## config.mk

```make
export PLATFORM = sky130hd
export DESIGN_NAME = command_line_tokenizer
export DESIGN_NICKNAME = d
export VERILOG_FILES = /design/src/rtl/clt_pkg.sv /design/src/rtl/clt_cfg.sv /design/src/rtl/clt_parse.sv /design/src/rtl/command_line_tokenizer.sv
export SDC_FILE = /design/constraint.sdc
export NUM_CORES = 1
export LEC_CHECK = 0
export BUFFER_PORTS_ARGS = -buffer_cell sky130_fd_sc_hd__buf_2
export CAP_MARGIN = 10
export CORE_UTILIZATION = 35
export DETAILED_ROUTE_END_ITERATION = 16
export PLACE_DENSITY = 0.62
export SKIP_LAST_GASP = 1
export SYNTH_ARGS = -nofsm -noshare
export SYNTH_HDL_FRONTEND = slang
export SYNTH_SLANG_ARGS = --single-unit
```

## constraint.sdc

```tcl
create_clock -name i_clk -period 3 [get_ports i_clk]
set_input_delay 0.15 -clock i_clk [delete_from_list [all_inputs] [get_ports i_clk]]
set_output_delay 0.15 -clock i_clk [all_outputs]
set_load 0.05 [all_outputs]
```

## src/rtl/clt_pkg.sv

```systemverilog
// Shared types, character codes and the per-pass lookup function for the command line tokenizer.
// No dependencies; every other file in rtl/ refers to it by scoped names.
`timescale 1ns / 1ps

package clt_pkg;

    // Parser states, one-hot
    typedef enum logic [7:0] {
        ST_SEEK     = 8'b0000_0001,
        ST_ESC      = 8'b0000_0010,
        ST_TOKEN    = 8'b0000_0100,
        ST_COMMENT  = 8'b0000_1000,
        ST_SEEK_EOL = 8'b0001_0000,
        ST_QUOTED   = 8'b0010_0000,
        ST_QESC     = 8'b0100_0000,
        ST_QEND     = 8'b1000_0000
    } t_pstate;

    // Action flags of a table entry
    localparam logic [2:0] FL_TS = 3'h1;
    localparam logic [2:0] FL_TE = 3'h2;
    localparam logic [2:0] FL_LE = 3'h4;

    // Characters with a fixed meaning
    localparam logic [7:0] CH_TAB   = 8'h09;
    localparam logic [7:0] CH_NL    = 8'h0A;
    localparam logic [7:0] CH_SPACE = 8'h20;
    localparam logic [7:0] CH_QUOTE = 8'h22;
    localparam logic [7:0] CH_HASH  = 8'h23;
    localparam logic [7:0] CH_SEMI  = 8'h3B;

    // Configuration register indexes
    localparam logic [1:0] REG_LESC       = 2'd0;
    localparam logic [1:0] REG_QESC       = 2'd1;
    localparam logic [1:0] REG_TOKEN_ONLY = 2'd2;

    // Reset values of the configuration registers
    localparam logic [7:0] LESC_RESET = 8'd92;
    localparam logic [7:0] QESC_RESET = 8'd92;

    typedef struct packed {
        logic [7:0] lesc;
        logic [7:0] qesc;
        logic       tok_only;
    } t_cfg;

    // Outcome of one table pass
    typedef struct packed {
        t_pstate    st;
        t_pstate    prev;
        logic       ftp;
        logic [2:0] flags;
        logic       ev;
    } t_pass;

    // One result item
    typedef struct packed {
        logic [7:0] pos;
        logic       ts;
        logic       te;
        logic       le;
        logic       nf;
    } t_res;

    // Look up byte c in the entry list of state st and apply the action
    function automatic t_pass step_pass(input t_pstate st, input t_pstate prev,
                                        input logic ftp, input logic [7:0] c,
                                        input t_cfg cfg);
        t_pass      p;
        logic [2:0] f;
        t_pstate    nx;
        logic       go_prev;
        logic       lesc_hit;
        logic       qesc_hit;
        logic       is_ws;
        logic       is_eos;
        logic       stop;
        lesc_hit = (cfg.lesc == 8'h00) || (c == cfg.lesc);
        qesc_hit = (cfg.qesc == 8'h00) || (c == cfg.qesc);
        is_ws    = (c == CH_SPACE) || (c == CH_TAB);
        is_eos   = (c == CH_SEMI) || (c == CH_NL);
        f        = 3'h0;
        nx       = ST_SEEK;
        go_prev  = 1'b0;

        // First matching entry in list order wins
        case (st)
            ST_SEEK: begin
                if (is_ws || is_eos) begin
                    nx = ST_SEEK;
                end else if (lesc_hit) begin
                    nx = ST_ESC;
                end else if (c == CH_HASH) begin
                    nx = ST_COMMENT;
                end else if (c == CH_QUOTE) begin
                    f  = FL_TS;
                    nx = ST_QUOTED;
                end else begin
                    f  = FL_TS;
                    nx = ST_TOKEN;
                end
            end
            ST_ESC: begin
                go_prev = 1'b1;
            end
            ST_TOKEN: begin
                if (is_ws) begin
                    f  = FL_TE;
                    nx = ST_SEEK_EOL;
                end else if (c == CH_HASH) begin
                    f  = FL_TE | FL_LE;
                    nx = ST_COMMENT;
                end else if (is_eos) begin
                    f  = FL_TE | FL_LE;
                    nx = ST_SEEK;
                end else begin
                    nx = ST_TOKEN;
                end
            end
            ST_COMMENT: begin
                nx = (c == CH_NL) ? ST_SEEK : ST_COMMENT;
            end
            ST_SEEK_EOL: begin
                if (is_eos) begin
                    f  = FL_LE;
                    nx = ST_SEEK;
                end else if (c == CH_HASH) begin
                    f  = FL_LE;
                    nx = ST_COMMENT;
                end else if (lesc_hit) begin
                    nx = ST_ESC;
                end else if (c == CH_QUOTE) begin
                    nx = ST_QUOTED;
                end else begin
                    nx = ST_SEEK_EOL;
                end
            end
            ST_QUOTED: begin
                if (c == CH_QUOTE) begin
                    nx = ST_QEND;
                end else if (qesc_hit) begin
                    nx = ST_QESC;
                end else begin
                    nx = ST_QUOTED;
                end
            end
            ST_QESC: begin
                nx = ST_QUOTED;
            end
            ST_QEND: begin
                if (c == CH_HASH) begin
                    f  = FL_TE | FL_LE;
                    nx = ST_COMMENT;
                end else if (is_eos) begin
                    f  = FL_TE | FL_LE;
                    nx = ST_SEEK;
                end else begin
                    f  = FL_TE;
                    nx = ST_SEEK_EOL;
                end
            end
            default: begin
                nx = ST_SEEK;
            end
        endcase

        p.st    = st;
        p.prev  = prev;
        p.ftp   = ftp;
        p.flags = 3'h0;
        p.ev    = 1'b0;
        stop    = 1'b0;

        // Token flags count only for the first token of a statement
        if (ftp) begin
            if ((f & FL_TS) != 3'h0) begin
                p.flags = p.flags | FL_TS;
            end
            if ((f & FL_TE) != 3'h0) begin
                p.flags = p.flags | FL_TE;
                if (cfg.tok_only) begin
                    p.ev = 1'b1;
                    stop = 1'b1;
                end else begin
                    p.ftp = 1'b0;
                end
            end
        end
        if (!stop && ((f & FL_LE) != 3'h0)) begin
            p.flags = p.flags | FL_LE;
            p.ev    = 1'b1;
            stop    = 1'b1;
        end
        // Advance unless an event ended the pass
        if (!stop) begin
            p.prev = st;
            p.st   = go_prev ? prev : nx;
        end
        return p;
    endfunction

endpackage

```

## src/rtl/clt_cfg.sv

```systemverilog
// Configuration registers of the command line tokenizer: escape characters and token-only mode.
// Depends on clt_pkg for the register indexes, reset values and the t_cfg struct.
`timescale 1ns / 1ps

module clt_cfg (
    input  logic          i_clk,
    input  logic          i_rst_n,
    input  logic          i_we,
    input  logic [1:0]    i_idx,
    input  logic [7:0]    i_data,
    output clt_pkg::t_cfg o_cfg
);

    clt_pkg::t_cfg r_cfg;

    // Write the addressed register; drop writes to unknown indexes
    always_ff @(posedge i_clk) begin
        if (!i_rst_n) begin
            r_cfg.lesc     <= clt_pkg::LESC_RESET;
            r_cfg.qesc     <= clt_pkg::QESC_RESET;
            r_cfg.tok_only <= 1'b0;
        end else if (i_we) begin
            case (i_idx)
                clt_pkg::REG_LESC:       r_cfg.lesc     <= i_data;
                clt_pkg::REG_QESC:       r_cfg.qesc     <= i_data;
                clt_pkg::REG_TOKEN_ONLY: r_cfg.tok_only <= i_data[0];
                default:                 r_cfg          <= r_cfg;
            endcase
        end
    end

    assign o_cfg = r_cfg;

endmodule

```

## src/rtl/clt_parse.sv

```systemverilog
// Input register and parser state of the command line tokenizer; forms one result per byte.
// Depends on clt_pkg for the state type, the pass function and the result struct.
`timescale 1ns / 1ps

module clt_parse #(
    parameter int unsigned BUFFER_BYTES = 256
) (
    input  logic          i_clk,
    input  logic          i_rst_n,
    input  clt_pkg::t_cfg i_cfg,
    input  logic          i_valid,
    input  logic [7:0]    i_char,
    input  logic          i_last,
    output logic          o_ready,
    output logic          o_valid,
    output clt_pkg::t_res o_res,
    input  logic          i_adv
);

    localparam int unsigned PosTopInt = (BUFFER_BYTES - 1 > 255) ? 255 : BUFFER_BYTES - 1;
    localparam logic [7:0]  PosTop    = 8'(PosTopInt);

    logic              r_v1;
    logic [7:0]        r_char;
    logic              r_last;
    clt_pkg::t_pstate  r_st;
    clt_pkg::t_pstate  r_prev;
    logic              r_ftp;
    logic              r_evs;
    logic [7:0]        r_pos;

    clt_pkg::t_pstate  n_st;
    clt_pkg::t_pstate  n_prev;
    logic              n_ftp;
    logic              n_evs;
    logic [7:0]        n_pos;

    clt_pkg::t_pass    w_p1;
    clt_pkg::t_pass    w_p2;
    logic [2:0]        w_flags;
    logic              w_move;

    assign o_ready = !r_v1 || i_adv;
    assign o_valid = r_v1;
    assign w_move  = r_v1 && i_adv;

    // Run the byte once, and again from seek after an event
    always_comb begin
        w_p1 = clt_pkg::step_pass(r_st, r_prev, r_ftp, r_char, i_cfg);
        w_p2 = clt_pkg::step_pass(clt_pkg::ST_SEEK, clt_pkg::ST_SEEK, 1'b1, r_char, i_cfg);
        if (w_p1.ev) begin
            n_st    = w_p2.st;
            n_prev  = w_p2.prev;
            n_ftp   = w_p2.ftp;
            n_evs   = 1'b1;
            w_flags = w_p1.flags | w_p2.flags;
        end else begin
            n_st    = w_p1.st;
            n_prev  = w_p1.prev;
            n_ftp   = w_p1.ftp;
            n_evs   = r_evs;
            w_flags = w_p1.flags;
        end
        n_pos = (r_pos < PosTop) ? r_pos + 8'd1 : r_pos;

        o_res.pos = r_pos;
        o_res.ts  = (w_flags & clt_pkg::FL_TS) != 3'h0;
        o_res.te  = (w_flags & clt_pkg::FL_TE) != 3'h0;
        o_res.le  = (w_flags & clt_pkg::FL_LE) != 3'h0;
        o_res.nf  = r_last && !n_evs;

        // Return to the reset state after the final byte of a buffer
        if (r_last) begin
            n_st   = clt_pkg::ST_SEEK;
            n_prev = clt_pkg::ST_SEEK;
            n_ftp  = 1'b1;
            n_evs  = 1'b0;
            n_pos  = 8'd0;
        end
    end

    // Hold the incoming item until the result stage takes it
    always_ff @(posedge i_clk) begin
        if (!i_rst_n) begin
            r_v1 <= 1'b0;
        end else if (o_ready) begin
            r_v1 <= i_valid;
        end
    end

    always_ff @(posedge i_clk) begin
        if (o_ready && i_valid) begin
            r_char <= i_char;
            r_last <= i_last;
        end
    end

    // Advance parser state as each result leaves
    always_ff @(posedge i_clk) begin
        if (!i_rst_n) begin
            r_st   <= clt_pkg::ST_SEEK;
            r_prev <= clt_pkg::ST_SEEK;
            r_ftp  <= 1'b1;
            r_evs  <= 1'b0;
            r_pos  <= 8'd0;
        end else if (w_move) begin
            r_st   <= n_st;
            r_prev <= n_prev;
            r_ftp  <= n_ftp;
            r_evs  <= n_evs;
            r_pos  <= n_pos;
        end
    end

`ifndef SYNTHESIS
    a_last_clears: assert property (@(posedge i_clk) disable iff (!i_rst_n)
        (w_move && r_last) |=> (r_st == clt_pkg::ST_SEEK && r_pos == 8'd0 && r_ftp && !r_evs))
        else $error("parser state not cleared after final byte");

    a_pos_step: assert property (@(posedge i_clk) disable iff (!i_rst_n)
        (w_move && !r_last && r_pos < PosTop) |=> (r_pos == $past(r_pos) + 8'd1))
        else $error("byte position did not advance");
`endif

endmodule

```

## src/rtl/command_line_tokenizer.sv

```systemverilog
// Top level of the command line tokenizer: configuration port, parser stage and result register.
// Depends on clt_pkg, clt_cfg and clt_parse.
//
//  port group    dir  tdata          tuser / other
//  s_axis_*      in   char_in[7:0]   tlast = last_char
//  m_axis_*      out  position[7:0]  tuser = {not_found, statement_end, token_end, token_start}
//  i_cfg_*       in   write data     index 0 line escape, 1 quote escape, 2 token-only mode
//
// One byte per cycle sustained while m_axis_tready stays high; an accepted byte passes the input
// register, then the result register. The table lookup and the restart pass from seek
// are one combinational step between the two registers.
// Reset (i_rst_n low, synchronous) empties both stages and returns the parser to seek.
// A stalled result holds in the output register while one further byte waits in the input stage.
`timescale 1ns / 1ps

module command_line_tokenizer #(
    parameter int unsigned BUFFER_BYTES = 256
) (
    input  logic       i_clk,
    input  logic       i_rst_n,
    input  logic       i_cfg_we,
    input  logic [1:0] i_cfg_idx,
    input  logic [7:0] i_cfg_data,
    input  logic       s_axis_tvalid,
    output logic       s_axis_tready,
    input  logic [7:0] s_axis_tdata,   // [7:0] char_in
    input  logic       s_axis_tlast,
    output logic       m_axis_tvalid,
    input  logic       m_axis_tready,
    output logic [7:0] m_axis_tdata,   // [7:0] char_position
    output logic [3:0] m_axis_tuser    // [0] token_start [1] token_end [2] statement_end [3] not_found
);

    clt_pkg::t_cfg w_cfg;
    clt_pkg::t_res w_res;
    logic          w_pv;
    logic          w_adv;

    logic          r_ov;
    clt_pkg::t_res r_res;

    clt_cfg u_cfg (
        .i_clk   (i_clk),
        .i_rst_n (i_rst_n),
        .i_we    (i_cfg_we),
        .i_idx   (i_cfg_idx),
        .i_data  (i_cfg_data),
        .o_cfg   (w_cfg)
    );

    clt_parse #(
        .BUFFER_BYTES (BUFFER_BYTES)
    ) u_parse (
        .i_clk   (i_clk),
        .i_rst_n (i_rst_n),
        .i_cfg   (w_cfg),
        .i_valid (s_axis_tvalid),
        .i_char  (s_axis_tdata),
        .i_last  (s_axis_tlast),
        .o_ready (s_axis_tready),
        .o_valid (w_pv),
        .o_res   (w_res),
        .i_adv   (w_adv)
    );

    // Load the result register when it is empty or being drained
    assign w_adv = !r_ov || m_axis_tready;

    always_ff @(posedge i_clk) begin
        if (!i_rst_n) begin
            r_ov <= 1'b0;
        end else if (w_adv) begin
            r_ov <= w_pv;
        end
    end

    always_ff @(posedge i_clk) begin
        if (w_adv && w_pv) begin
            r_res <= w_res;
        end
    end

    assign m_axis_tvalid = r_ov;
    assign m_axis_tdata  = r_res.pos;
    assign m_axis_tuser  = {r_res.nf, r_res.le, r_res.te, r_res.ts};

`ifndef SYNTHESIS
    a_in_lands: assert property (@(posedge i_clk) disable iff (!i_rst_n)
        (s_axis_tvalid && s_axis_tready) |=> w_pv)
        else $error("accepted item missing from input stage");

    a_res_lands: assert property (@(posedge i_clk) disable iff (!i_rst_n)
        (w_pv && w_adv) |=> r_ov)
        else $error("result lost between stages");
`endif

endmodule

```

* Yosys cells after proc, flatten, opt, wreduce, memory -nomap -nowiden
Index checks and enable logic that the tools add are counted.
** Word-level totals
- Flip-flop bits (word level) :: 66
- Input port bits :: 24
- Output and inout port bits :: 14
- Word-level logic and storage cells :: 121
** Cells by class
- $add $sub $neg :: 1
- Magnitude comparators :: 1
- Eq/ne operators :: 19
- Mux-type cells :: 56
- Bitwise gates (word level) :: 1
- Reduce and logical (&&, ||, !) cells :: 26
** Operators with widths (count)
- $mux 8 :: 17
- $pmux 8 s7 :: 1
- $eq 8x6->1 const B :: 5
- $mux 3 :: 11
- $mux 16 :: 2
- $eq 8x4->1 const B :: 3
- $mux 5 :: 4
- $eq 8x8->1 :: 2
- $logic_not 8->1 :: 2
- $mux 1 :: 14
- $mux 4 :: 3
- $mux 6 :: 2
- $pmux 3 s4 :: 1
- $reduce_and 2->1 :: 5
- $add 8x1->8 const B :: 1
- $eq 8x1->1 const B :: 1
- $eq 8x2->1 const B :: 1
- $eq 8x3->1 const B :: 1
- $eq 8x5->1 const B :: 1
- $eq 8x7->1 const B :: 1
- $eq 8x8->1 const B :: 1
- $lt 8x8->1 const B :: 1
- $logic_or 1x1->1 :: 7
- $mux 7 :: 1
- other kinds (8) :: 16

* Logic depth before layout (Yosys ltp)
Gate-level depths: netlist (run 1).
- Depth after elaboration :: 14
- Mapped depth :: 8
- Gate-level depth less buffers :: 7

* Cells and area by module
A second synthesis (run 1) with hierarchy kept.
** Unflattened totals
- Cells, all modules :: 331
- Area total of the unflattened synthesis :: 3308.2 µm²
** Modules (own cells, without submodules)
- clt_parse :: times used 1, cells an instance 248, area each 2205.9 µm², seq. area each 810.8 µm²
- clt_cfg :: times used 1, cells an instance 66, area each 684.4 µm², seq. area each 340.3 µm²
- command_line_tokenizer :: times used 1, cells an instance 17, area each 417.9 µm², seq. area each 380.4 µm²

* Least setup slack after synthesis (run 1)
OpenSTA, ideal clock, no wires.
- Path kind :: register to register
- Start :: register r_ov, in the netlist m_axis_tvalid
- End :: register u_parse.r_prev[2]
- Setup time :: 0.060 ns
- Arrival :: 2.024 ns
- Data required time :: 2.940 ns
- Setup slack :: 0.917 ns
- Cell stages (with the launch flop) :: 8
- Path buffers :: 2
- Clock period less this slack :: 2.083 ns
- Cell sequence :: dfxtp_1 -> nand2b_1 -> nand2_1 -> clkbuf_1 -> inv_1 -> nor2_1 -> clkbuf_1 -> a22o_1
** Between the ends
- Longest elaborated chain between the ends :: 4
** Ends and longest elaborated chain
- start: declaration :: RTL line command_line_tokenizer.sv:39 : logic r_ov;
- start signal: assignment :: RTL line command_line_tokenizer.sv:73 : r_ov <= w_pv;
- $logic_not 1->1 :: RTL line command_line_tokenizer.sv:67 : assign w_adv = !r_ov || m_axis_tready;
- $logic_or 1x1->1 :: RTL line command_line_tokenizer.sv:67
- $logic_and 1x1->1 :: RTL line clt_parse.sv:45 : assign w_move = r_v1 && i_adv;
- named net u_parse.w_move :: RTL line clt_parse.sv:41 : logic w_move;
- $reduce_and 2->1 (no line)
- end signal: assignment :: RTL line clt_parse.sv:102 : r_prev <= clt_pkg::ST_SEEK;
- end signal: assignment :: RTL line clt_parse.sv:108 : r_prev <= n_prev;
- end: declaration :: RTL line clt_parse.sv:27 : clt_pkg::t_pstate r_prev;
The timed path passes the listed nets, and every way through them passes these cells.
A chain may end at the register's enable or synchronous reset.

* Worst setup path after layout (run 1)
- Start :: register u_parse.r_st[4]
- End :: register u_parse.r_prev[4]
** Between the ends
- Longest elaborated chain between the ends :: 9
- Elaborated cells between the ends (all ways) :: 18
- Classes of those cells :: eq/ne: 5; mux: 10; reduce/logical: 3
** Ends and longest elaborated chain
- start: declaration :: RTL line clt_parse.sv:26 : clt_pkg::t_pstate r_st;
- start signal: assignment :: RTL line clt_parse.sv:101 : r_st <= clt_pkg::ST_SEEK;
- start signal: assignment :: RTL line clt_parse.sv:107 : r_st <= n_st;
- $eq 8x8->1 (tied with other cells) :: RTL line clt_pkg.sv:87 : case (st)
- $pmux 3 s4 :: RTL line clt_pkg.sv:87
- $mux 1 :: RTL line clt_pkg.sv:179 : if ((f & FL_TE) != 3'h0) begin
- $mux 1 :: RTL line clt_pkg.sv:175 : if (ftp) begin
- $logic_not 1->1 :: RTL line clt_pkg.sv:189 : if (!stop && ((f & FL_LE) != 3'h0)) begin
- $logic_and 1x1->1 :: RTL line clt_pkg.sv:189
- $mux 1 or $mux 4 (tied branches) :: RTL line clt_pkg.sv:189
- $ne 3x1->1 (no line) or $mux 8 (tied branches)
- $reduce_and 2->1 (no line) or $mux 8 (tied branches)
Parallel ways exist; a longest one is shown, timed or not. The select of a mux whose other input is x is not followed.

==> flow_metrics.env, run 1 <==
export IMPL_port_buffer_count=37
export IMPL_status="completed"
export IMPL_p_sw_share_pct=25.3
export IMPL_fin_crit_ns=2.45
export IMPL_post_route_period_util_pct=81.7
export IMPL_hold_depth=3
export IMPL_drv_cap=0
export IMPL_totalWireLength_um=7180
export IMPL_grt_pass1_vias=2525
export IMPL_pwr_share_comb_pct=9.0
export IMPL_fp_coreArea_um2=8810
export IMPL_yosysSeqAreaShare_pct=47.7
export IMPL_insertion_delay_ns=0.35
export IMPL_drive_gt1_share_pct=18.3
export IMPL_relSlewSlack_pct=58.1
export IMPL_ys_warn_count=0
export IMPL_ff2ff_setup_slack_ns=0.55
export IMPL_clock_skew_final_ns=0.00855
export IMPL_multi_input_area_um2=1570
export IMPL_worstSetupPathType="register to register"
export IMPL_grt_antenna_before_repair=0
export IMPL_rows=34
export IMPL_dr_first_iter_drc_count=221
export IMPL_syn_area_um2=3210
export IMPL_dp_hpwl_um=5190
export IMPL_power_density_nw_per_um2=483
export IMPL_clkTransAtPathRegs_ns=0.07
export IMPL_firstDrtPassIters=4
export IMPL_slew_viol_final=0
export IMPL_synth_main_ff_cell="dfxtp_1"
export IMPL_setup_viol=0
export IMPL_wire_per_inst_um=14.8
export IMPL_p_seq_share_pct=53.8
export IMPL_grt_remaining_overflow=0
export IMPL_grt_pass1_wl_um=12200
export IMPL_timing_rr_end="u_parse.r_prev[4]"
export IMPL_ys_ff_latch=66
export IMPL_cp_end_kind="register"
export IMPL_clk_path_buf_depth=2
export IMPL_avgSynthCellArea_um2=9.83
export IMPL_cts_sinks=66
export IMPL_start_util_pct=36.5
export IMPL_hp_start="i_cfg_data[4]"
export IMPL_async_reset_ff_share_pct=0
export IMPL_cts_tree="built"
export IMPL_crit_path_max_fanout=11
export IMPL_area_growth_pct=17.4
export IMPL_fin_util_pct=42.8
export IMPL_reg2reg_from="u_parse.r_st[4]"
export IMPL_die_area_um2=9570
export IMPL_nNetsFinal=397
export IMPL_clock_fmax_mhz=408
export IMPL_arrival_ns=2.70
export IMPL_drcViolationCount=0
export IMPL_ant_nets=0
export IMPL_p_int_mw=1.36
export IMPL_final_hold_viol_count=0
export IMPL_rsz0062_at_grt="no"
export IMPL_worst_slew_pin_slew_ns=0.621
export IMPL_cts_buffers=9
export IMPL_syn_num_nets=352
export IMPL_fill_cells=866
export IMPL_dp_cells=460
export IMPL_fp_dieH_um=97.8
export IMPL_cts_resized=0
export IMPL_viasPerCell=5.42
export IMPL_final_cell_mix="dfxtp_1 (45), buf_2 (37), nor2_1 (34)"
export IMPL_critPathLaunchType="register"
export IMPL_cts_root_buf="clkbuf_8"
export IMPL_regArea_um2=1530
export IMPL_ff2ff_path_depth=7
export IMPL_hold_path_class="primary input to register"
export IMPL_grt_max_degree=16
export IMPL_synth_cells=327
export IMPL_holdPathEnd="u_cfg.o_cfg[5]"
export IMPL_max_vdd_ir_drop_v=0.000290
export IMPL_whs_ns=0.0261
export IMPL_finalSetupTns_ns=0
export IMPL_antennaDiodeCount=0
export IMPL_pin_count=38
export IMPL_p_sw_mw=0.460
export IMPL_routed_via_count=2628
export IMPL_synth_edff_count=21
export IMPL_cts_setup_buffers=0
export IMPL_required_ns=3.25
export IMPL_synth_cell_type_count=61
export IMPL_p_leak_nw=1.41
export IMPL_fin_cells=485
export IMPL_track_usage_pct=16.3
export IMPL_h_tree_depth=3
export IMPL_clkPwrFrac_pct=37.1
export IMPL_place_gp_congestion=0.877
export IMPL_layout_cells_most_common="dfxtp_1"
export IMPL_die_w_um=97.8
[cells by family (layout without fill, tap and decap cells)]
family,after synthesis,after routing,synth area share (%)
AO/OA/AOI/OAI,55,55,12.7
AND/OR/NAND/NOR,135,135,23.2
adder cells (fa/ha/maj),1,1,0.389
multiplexers,18,18,5.61
buffers and inverters,27,77,3.62
flip-flops,66,66,47.7
XOR/XNOR,25,25,6.81
[per-layer routing]
layer  part of all wire (%)  global-route usage, %  vias to the layer above  wire length [um]
li1                       -                      -                     1303                 -
met1                     44                   20.5                     1218              3180
met3                    6.5                   4.44                       17               470
met2                     47                   26.0                       90              3370
met4                    2.2                   8.04                        0               159
met5                      0                      0                        -                 0
[state kept, by name (all words and copies together), names as in the netlist]
signal	flops
u_parse.r_char	8
u_parse.o_valid	1
u_parse.r_prev	8
u_parse.r_evs	1
u_cfg.o_cfg	17
m_axis_tdata	8
u_parse.r_last	1
u_parse.r_pos	8
u_parse.r_st	8
m_axis_tvalid	1
u_parse.r_ftp	1
m_axis_tuser	4
[synthesized netlist by cell type, types with 2 or more instances]
master | n | share of area, %
a21oi_1 | 6 | 0.93
a22o_1 | 11 | 3.0
a22oi_1 | 3 | 0.70
a31oi_1 | 2 | 0.39
and2_1 | 2 | 0.39
and3_1 | 5 | 0.97
buf_2 | 4 | 0.62
clkbuf_1 | 12 | 1.4
clkbuf_2 | 2 | 0.31
dfxtp_1 | 45 | 28
edfxtp_1 | 21 | 20
inv_1 | 6 | 0.70
mux2i_1 | 18 | 5.6
nand2_1 | 25 | 2.9
nand2b_1 | 6 | 1.2
nand3_1 | 8 | 1.2
nand3b_1 | 2 | 0.47
nand4_1 | 7 | 1.4
nand4b_1 | 2 | 0.55
nor2_1 | 34 | 4.0
nor2b_1 | 2 | 0.39
nor3_1 | 9 | 1.4
nor3_2 | 2 | 0.62
nor3b_1 | 3 | 0.70
nor4_1 | 11 | 2.1
nor4b_1 | 2 | 0.55
o2111ai_1 | 2 | 0.55
o211ai_1 | 2 | 0.47
o21a_1 | 2 | 0.47
o21ai_0 | 9 | 1.4
o22ai_1 | 2 | 0.39
o311ai_0 | 2 | 0.55
o31ai_1 | 3 | 0.70
or3_1 | 2 | 0.39
or4_1 | 3 | 0.70
or4_4 | 2 | 0.70
xnor2_1 | 14 | 3.8
xor2_1 | 11 | 3.0
[area by class of cell]
type                    instances  area share [%]
clock buffers                  11            4.05
inverters                       7           0.697
well taps                     108            3.58
multi-input cells             234            41.5
clock inverters                 5           0.697
repair buffers                 54            8.89
flip-flops and latches         66            40.6
[how the worst max path moves through the flow]
stage,startpoint,to,slack [ns],depth (start not counted)
floorplan,m_axis_tvalid,u_parse.r_prev[2],0.92,7
global placement,u_parse.r_st[4],u_parse.r_prev[5],0.67,7
detailed placement,u_parse.r_st[4],u_parse.r_prev[4],0.60,7
CTS,u_parse.r_st[4],u_parse.r_prev[4],0.59,7
global route,u_parse.r_st[4],u_parse.r_prev[5],0.43,7
finish,u_parse.r_st[4],u_parse.r_prev[4],0.55,7
[critical path: stages, from the launching register on]
cell,delay (ns)
dfxtp_1,0.41
or4_1,0.65
nor3_2,0.37
o211ai_1,0.21
nand2_1,0.25
nor3_1,0.09
buf_4,0.18
a22o_1,0.18
[per-stage QoR]
stage	setup slack, ns	cell area, um2	total power [mW]
after floorplan	0.917	3210	1.10
after CTS	0.587	3770	1.84
after global routing	0.430	3770	1.90
after detailed placement	0.602	3500	1.16
after global placement	0.675	3500	1.15
final	0.550	3770	1.82
[what timing repair did]
item / 4_1_cts / 5_1_grt
hold buffers: 9 / 0
endpoints found under the hold margin: 9 / 0
endpoints found under the setup margin: 0 / 0
[power groups by stage]
stage               logic (mW)  registers [mW]  clock network [mW]
global placement         0.155           0.999                   0
finish                   0.165           0.980               0.676
detailed placement       0.156            1.00                   0
CTS                      0.165           0.980               0.699
global route             0.181           0.983               0.736
floorplan               0.0955            1.01                   0
Note: power is estimated with default switching activity, not from simulation.
==> run 2, diff against run 1 <==
--- a/config.mk
+++ b/config.mk
@@ -9,7 +9,7 @@
 export CAP_MARGIN = 10
 export CORE_UTILIZATION = 35
 export DETAILED_ROUTE_END_ITERATION = 16
-export PLACE_DENSITY = 0.62
+export PLACE_DENSITY = 0.64
 export SKIP_LAST_GASP = 1
 export SYNTH_ARGS = -nofsm -noshare
 export SYNTH_HDL_FRONTEND = slang
==> constraint.sdc (replaced) <==
create_clock -name i_clk -period 2.1 [get_ports i_clk]
set_input_delay 0.105 -clock i_clk [delete_from_list [all_inputs] [get_ports i_clk]]
set_output_delay 0.105 -clock i_clk [all_outputs]
set_load 0.05 [all_outputs]
==> run 2 against run 1 <==
  * Combinational power grew 75%
  * Power grew 48%
  * Final cell count grew 8.5%
  * Via count grew 5.5%
  * First-iteration DRC count grew 7.7%
  * Sequential share of layout area shrank 3.9 points
  * Sequential cell count is the same
  * Utilization grew 4.5 points
  * Non-clock buffer count grew 42
  * Routed wire length grew 5.9%
  * Largest cell class unchanged
==> flow_metrics.env, run 2 (synthesis results as in run 1) <==
export IMPL_status="completed"
export IMPL_p_int_mw=2.04
export IMPL_cts_tree="built"
export IMPL_grt_remaining_overflow=0
export IMPL_rows=34
export IMPL_final_cell_mix="buf_4 (46), dfxtp_1 (45), buf_2 (37)"
export IMPL_antennaDiodeCount=0
export IMPL_wire_per_inst_um=14.4
export IMPL_setup_viol=0
export IMPL_insertion_delay_ns=0.33
export IMPL_slowest_stage="or4_4"
export IMPL_totalWireLength_um=7600
export IMPL_clk_path_buf_depth=2
export IMPL_cts_root_buf="clkbuf_8"
export IMPL_p_sw_share_pct=24.1
export IMPL_largest_register_ffs=17
export IMPL_place_gp_congestion=0.918
export IMPL_final_hold_viol_count=0
export IMPL_grt_pass1_vias=2616
export IMPL_worst_slew_pin_slew_ns=0.780
export IMPL_relSlewSlack_pct=47.8
export IMPL_clkPwrFrac_pct=37.7
export IMPL_clock_skew_final_ns=0.00620
export IMPL_p_leak_nw=1.62
export IMPL_critical_path_top_delay_family="simple AND/OR/NAND/NOR gates"
export IMPL_hp_start="i_cfg_data[4]"
export IMPL_cts_sinks=66
export IMPL_pin_count=38
export IMPL_worstSetupPathType="register to register"
export IMPL_area_growth_pct=29.8
export IMPL_grt_pass1_wl_um=12600
export IMPL_whs_ns=0.0174
export IMPL_p_seq_share_pct=51.6
export IMPL_grt_antenna_before_repair=0
export IMPL_hold_path_class="primary input to register"
export IMPL_slowest_delay_ns=0.57
export IMPL_firstDrtPassIters=4
export IMPL_required_ns=2.36
export IMPL_power_density_nw_per_um2=645
export IMPL_max_vdd_ir_drop_v=0.000398
export IMPL_finalSetupTns_ns=0
export IMPL_cp_end_kind="register"
export IMPL_die_area_um2=9570
export IMPL_fp_coreArea_um2=8810
export IMPL_viasPerCell=5.27
export IMPL_port_buffer_count=37
export IMPL_nNetsFinal=439
export IMPL_grt_max_degree=16
export IMPL_ant_nets=0
export IMPL_crit_chain="or4_4 -> or4_1 -> o22ai_1 -> o2111ai_1 -> o31ai_1 -> o21bai_1"
export IMPL_routed_via_count=2772
export IMPL_die_w_um=97.8
export IMPL_fp_dieH_um=97.8
export IMPL_drcViolationCount=0
export IMPL_fin_crit_ns=2.09
export IMPL_slew_viol_final=0
export IMPL_clkTransAtPathRegs_ns=0.07
export IMPL_arrival_ns=2.35
export IMPL_rsz0062_at_grt="yes"
export IMPL_layout_cells_most_common="buf_4"
export IMPL_place_area_um2=3760
export IMPL_drv_cap=0
export IMPL_post_route_period_util_pct=99.4
export IMPL_track_usage_pct=16.7
export IMPL_start_util_pct=36.5
export IMPL_pwr_share_comb_pct=10.7
export IMPL_dp_hpwl_um=5610
export IMPL_p_sw_mw=0.649
export IMPL_setup_worst_path_start="u_parse.r_st[4]"
export IMPL_dr_first_iter_drc_count=238
export IMPL_cts_buffers=9
export IMPL_fin_util_pct=47.3
export IMPL_final_area_um2=4170
export IMPL_clock_fmax_mhz=479
export IMPL_h_tree_depth=3
export IMPL_path_buf_inv=0
export IMPL_drive_gt1_share_pct=26.3
export IMPL_reg2reg_from="u_parse.r_st[4]"
export IMPL_critPathLaunchType="register"
export IMPL_crit_path_max_fanout=5
## run 2: worst paths after layout
kind                                   endpoint  slack, ns  cells past startpoint
worst max-delay path            u_parse.r_st[0]       0.01                      6
worst min-delay path            u_cfg.o_cfg[13]       0.02                      3
worst max register to register  u_parse.r_st[0]       0.01                      6
worst min register to register    u_parse.r_evs       0.47                      2
## run 2: power by group through the flow
stage          sequential, mW  clock, mW  combinational, mW
2_1_floorplan            1.44          0              0.136
3_3_place_gp             1.41          0              0.255
3_5_place_dp             1.41          0              0.260
4_1_cts                  1.39       1.04              0.279
5_1_grt                  1.39       1.10              0.314
6_report                 1.39       1.01              0.289
## run 2: worst register-to-register path: stages (launching register included)
cell       delay (ns)
dfxtp_1          0.32
or4_4            0.57
or4_1            0.49
o22ai_1          0.19
o2111ai_1        0.14
o31ai_1          0.19
o21bai_1         0.13
## run 2: final cells by class
cell class | instances | area, um2
clock inverters | 1 | 7.51
well taps | 108 | 135
clock buffers | 14 | 184
fillers | 819 | 4640
inverters | 7 | 26.3
multi-input cells | 234 | 1620
repair buffers | 96 | 661
flip-flops and latches | 66 | 1530
## run 2: routing by layer
layer | GRT usage (%) | up-vias | part of all wire (%) | routed length [um]
met5 | 0 | - | 0 | 0
met4 | 5.48 | 0 | 1.7 | 132
met3 | 4.29 | 12 | 4.6 | 350
met2 | 27.7 | 61 | 48 | 3640
met1 | 21.2 | 1313 | 46 | 3480
li1 | - | 1386 | - | -
## run 2: per-stage QoR
step | power [mW] | setup slack (ns) | std cells
after global routing | 2.80 | -0.0601 | 526
final | 2.69 | 0.0127 | 526
after global placement | 1.67 | 0.00772 | 494
after floorplan | 1.57 | 0.0166 | 327
after detailed placement | 1.67 | -0.0148 | 494
after CTS | 2.70 | 0.00543 | 522
## run 2: what timing repair did
item,in CTS,in global routing
endpoints found under the hold margin,16,0
setup endpoints to repair,9,20
setup buffers,0,4
hold buffers,13,0
pin swaps,0,4
gates resized for setup,1,10
==> run 3, diff against run 2 <==
--- a/config.mk
+++ b/config.mk
@@ -5,12 +5,14 @@
 export SDC_FILE = /design/constraint.sdc
 export NUM_CORES = 1
 export LEC_CHECK = 0
+export ABC_AREA = 1
 export BUFFER_PORTS_ARGS = -buffer_cell sky130_fd_sc_hd__buf_2
 export CAP_MARGIN = 10
 export CORE_UTILIZATION = 35
 export DETAILED_ROUTE_END_ITERATION = 16
 export PLACE_DENSITY = 0.64
 export SKIP_LAST_GASP = 1
+export SLEW_MARGIN = 20
 export SYNTH_ARGS = -nofsm -noshare
 export SYNTH_HDL_FRONTEND = slang
 export SYNTH_SLANG_ARGS = --single-unit
==> run 3 against run 2 <==
  * Synthesized area is 5.9% higher
  * Global-route usage is 0.81 points higher
  * Count of clock-buffer cells in the layout is 5 lower
  * Worst setup slack better by 0.17 ns
  * Sequential share of layout area hardly changed
  * Largest cell class unchanged
  * Highest routed layer unchanged
==> flow_metrics.env, run 3 <==
export IMPL_largest_register_ffs=17
export IMPL_final_area_um2=4170
export IMPL_ys_warn_count=0
export IMPL_p_leak_nw=1.80
export IMPL_synthTopCellsByArea="dfxtp_1 (26%), edfxtp_1 (19%), nand2_1 (15%)"
export IMPL_critPathLaunchType="register"
export IMPL_whs_ns=0.0318
export IMPL_clock_skew_final_ns=0.0106
export IMPL_layout_cells_most_common="nand2_1"
export IMPL_finalSetupTns_ns=0
export IMPL_setup_viol=0
export IMPL_synth_top_family_by_area="simple AND/OR/NAND/NOR gates"
export IMPL_clock_fmax_mhz=521
export IMPL_slew_viol_final=0
export IMPL_fin_crit_ns=1.92
export IMPL_status="completed"
export IMPL_start_util_pct=36.5
export IMPL_p_sw_mw=0.736
export IMPL_relSlewSlack_pct=66.4
export IMPL_p_int_mw=2.02
export IMPL_cts_sinks=66
export IMPL_synth_compound_area_share_pct=10.2
export IMPL_viasPerCell=4.61
export IMPL_async_reset_ff_share_pct=0
export IMPL_fp_dieH_um=101
export IMPL_worstSetupPathType="register to register"
export IMPL_syn_area_um2=3400
export IMPL_hold_depth=3
export IMPL_cts_root_buf="clkbuf_8"
export IMPL_final_hold_viol_count=0
export IMPL_synth_xor_area_share_pct=3.09
export IMPL_pin_count=38
export IMPL_synth_most_common_cell="nand2_1"
export IMPL_rows=35
export IMPL_dp_cells=637
export IMPL_avgSynthCellArea_um2=7.30
export IMPL_clkPwrFrac_pct=38.0
export IMPL_routed_via_count=3078
export IMPL_insertion_delay_ns=0.35
export IMPL_die_w_um=101
export IMPL_syn_num_nets=491
export IMPL_h_tree_depth=3
export IMPL_wire_per_inst_um=11.9
export IMPL_place_gp_congestion=0.871
export IMPL_ff2ff_setup_slack_ns=0.18
export IMPL_firstDrtPassIters=4
export IMPL_final_cell_mix="nand2_1 (132), inv_1 (53), nor2_1 (53)"
export IMPL_max_vdd_ir_drop_v=0.000301
export IMPL_dp_hpwl_um=6060
export IMPL_p_seq_share_pct=50.8
export IMPL_nNetsFinal=559
export IMPL_dr_first_iter_drc_count=139
export IMPL_port_buffer_count=37
export IMPL_synth_edff_count=21
export IMPL_setup_worst_path_start="u_parse.r_char[3]"
export IMPL_synth_main_ff_cell="dfxtp_1"
export IMPL_cts_buffers=9
export IMPL_drive_gt1_share_pct=18.9
export IMPL_worst_slew_pin_slew_ns=0.502
export IMPL_fin_util_pct=44.7
export IMPL_reg2reg_from="u_parse.r_char[3]"
export IMPL_cts_tree="built"
export IMPL_yosysTopAreaCell="dfxtp_1"
export IMPL_crit_path_max_fanout=10
export IMPL_fin_cells=668
export IMPL_cp_end_kind="register"
export IMPL_yosysSeqAreaShare_pct=45.0
export IMPL_area_growth_pct=22.6
export IMPL_rsz0062_at_grt="yes"
export IMPL_antennaDiodeCount=0
export IMPL_p_sw_share_pct=26.7
export IMPL_synth_top_area_share_pct=26.5
export IMPL_arrival_ns=2.17
export IMPL_clkTransAtPathRegs_ns=0.08
export IMPL_ff2ff_path_depth=12
export IMPL_fp_coreArea_um2=9330
export IMPL_die_area_um2=10100
export IMPL_track_usage_pct=17.5
export IMPL_drv_cap=0
export IMPL_cts_setup_buffers=0
export IMPL_synthMuxAreaShare_pct=0
export IMPL_grt_pass1_wl_um=13800
export IMPL_grt_antenna_before_repair=0
export IMPL_synth_cells=466
export IMPL_grt_max_degree=21
export IMPL_ys_ff_latch=66
export IMPL_power_density_nw_per_um2=661
export IMPL_post_route_period_util_pct=91.5
export IMPL_hp_start="s_axis_tvalid"
export IMPL_drcViolationCount=0
export IMPL_hold_path_class="primary input to register"
export IMPL_timing_rr_end="u_parse.r_evs"
export IMPL_holdPathEnd="u_parse.o_valid"
export IMPL_pwr_share_comb_pct=11.2
export IMPL_totalWireLength_um=7950
export IMPL_synth_simple_area_share_pct=33.3
export IMPL_grt_remaining_overflow=0
export IMPL_synthTopCellsByCount="nand2_1 (133), nor2_1 (58), inv_1 (53), dfxtp_1 (45), nand3_1 (29)"
export IMPL_place_area_um2=3800
export IMPL_synth_cell_type_count=35
export IMPL_required_ns=2.35
export IMPL_ant_nets=0
export IMPL_grt_pass1_vias=3060
export IMPL_synthAdderAreaFrac_pct=0.368
export IMPL_clk_path_buf_depth=2
run 3: changes by cell type in the layout (fill, tap and decap cells not counted), moves of 10 or more:
cell / delta
buf_4: -36
inv_2: +12
inv_1: +47
mux2i_1: -18
nand3_1: +21
nand2_1: +108
nor2_1: +19
a21oi_1: +23
a22o_1: -10
run 3: what timing repair did:
item                                   in CTS  in global routing
endpoints found under the hold margin      19                  0
hold buffers                               15                  0
setup endpoints to repair                   0                  7
gates resized for setup                     0                  8
run 3: worst max-delay path by stage:
stage                            end  slack, ns
CTS                    u_parse.r_evs       0.18
global placement     u_parse.r_st[0]       0.22
floorplan           u_parse.r_pos[7]        0.1
global route         u_parse.r_st[5]      -0.04
finish                 u_parse.r_evs       0.18
detailed placement     u_parse.r_evs       0.20
run 3: area by class of cell:
cell class | instances | area (um2)
sequential | 66 | 1530
clock inverter | 7 | 70.1
tap | 129 | 161
multi-input combinational | 328 | 1620
timing repair buffer | 62 | 410
clock buffer | 9 | 124
inverter | 67 | 253
fill | 926 | 5160
run 3: layer usage:
metal / track usage, % / vias up / routed length (um)
li1: - / 1630 / -
met1: 22.7 / 1384 / 3970
met2: 29.0 / 55 / 3620
met3: 3.33 / 9 / 250
met4: 6.35 / 0 / 104
met5: 0 / - / 0
run 3: through the flow:
| step | power [mW] | worst slack (ns) |
|---|---|---|
| 2_1_floorplan | 1.62 | 0.0962 |
| 3_3_place_gp | 1.71 | 0.220 |
| 3_5_place_dp | 1.72 | 0.196 |
| 4_1_cts | 2.80 | 0.178 |
| 5_1_grt | 2.89 | -0.0446 |
| 6_report | 2.76 | 0.179 |
run 3: critical path: stages (launching register included):
cell and delay (ns):
edfxtp_1 0.50, inv_2 0.06, nand2_1 0.11, nor2_1 0.05
nand2_1 0.14, nand3_2 0.16, o21bai_4 0.16, nand2_4 0.07
nand3_4 0.08, nand2_4 0.10, or2_1 0.24, o211ai_1 0.10
inv_2 0.04
run 3: power groups by stage:
stage                     registers (mW)  clock network [mW]  logic, mW
final                               1.40                1.05      0.310
after detailed placement            1.43                   0      0.285
after floorplan                     1.45                   0      0.165
after global placement              1.43                   0      0.282
after CTS                           1.40                1.09      0.307
after global routing                1.41                1.13      0.351
run 3: logic make-up after synthesis:
| logic type | count (synthesis) |
|---|---|
| simple gates | 255 |
| buf+inv | 72 |
| compound gates | 60 |
| fa+ha+maj | 1 |
| xor+xnor | 12 |
| flops | 66 |
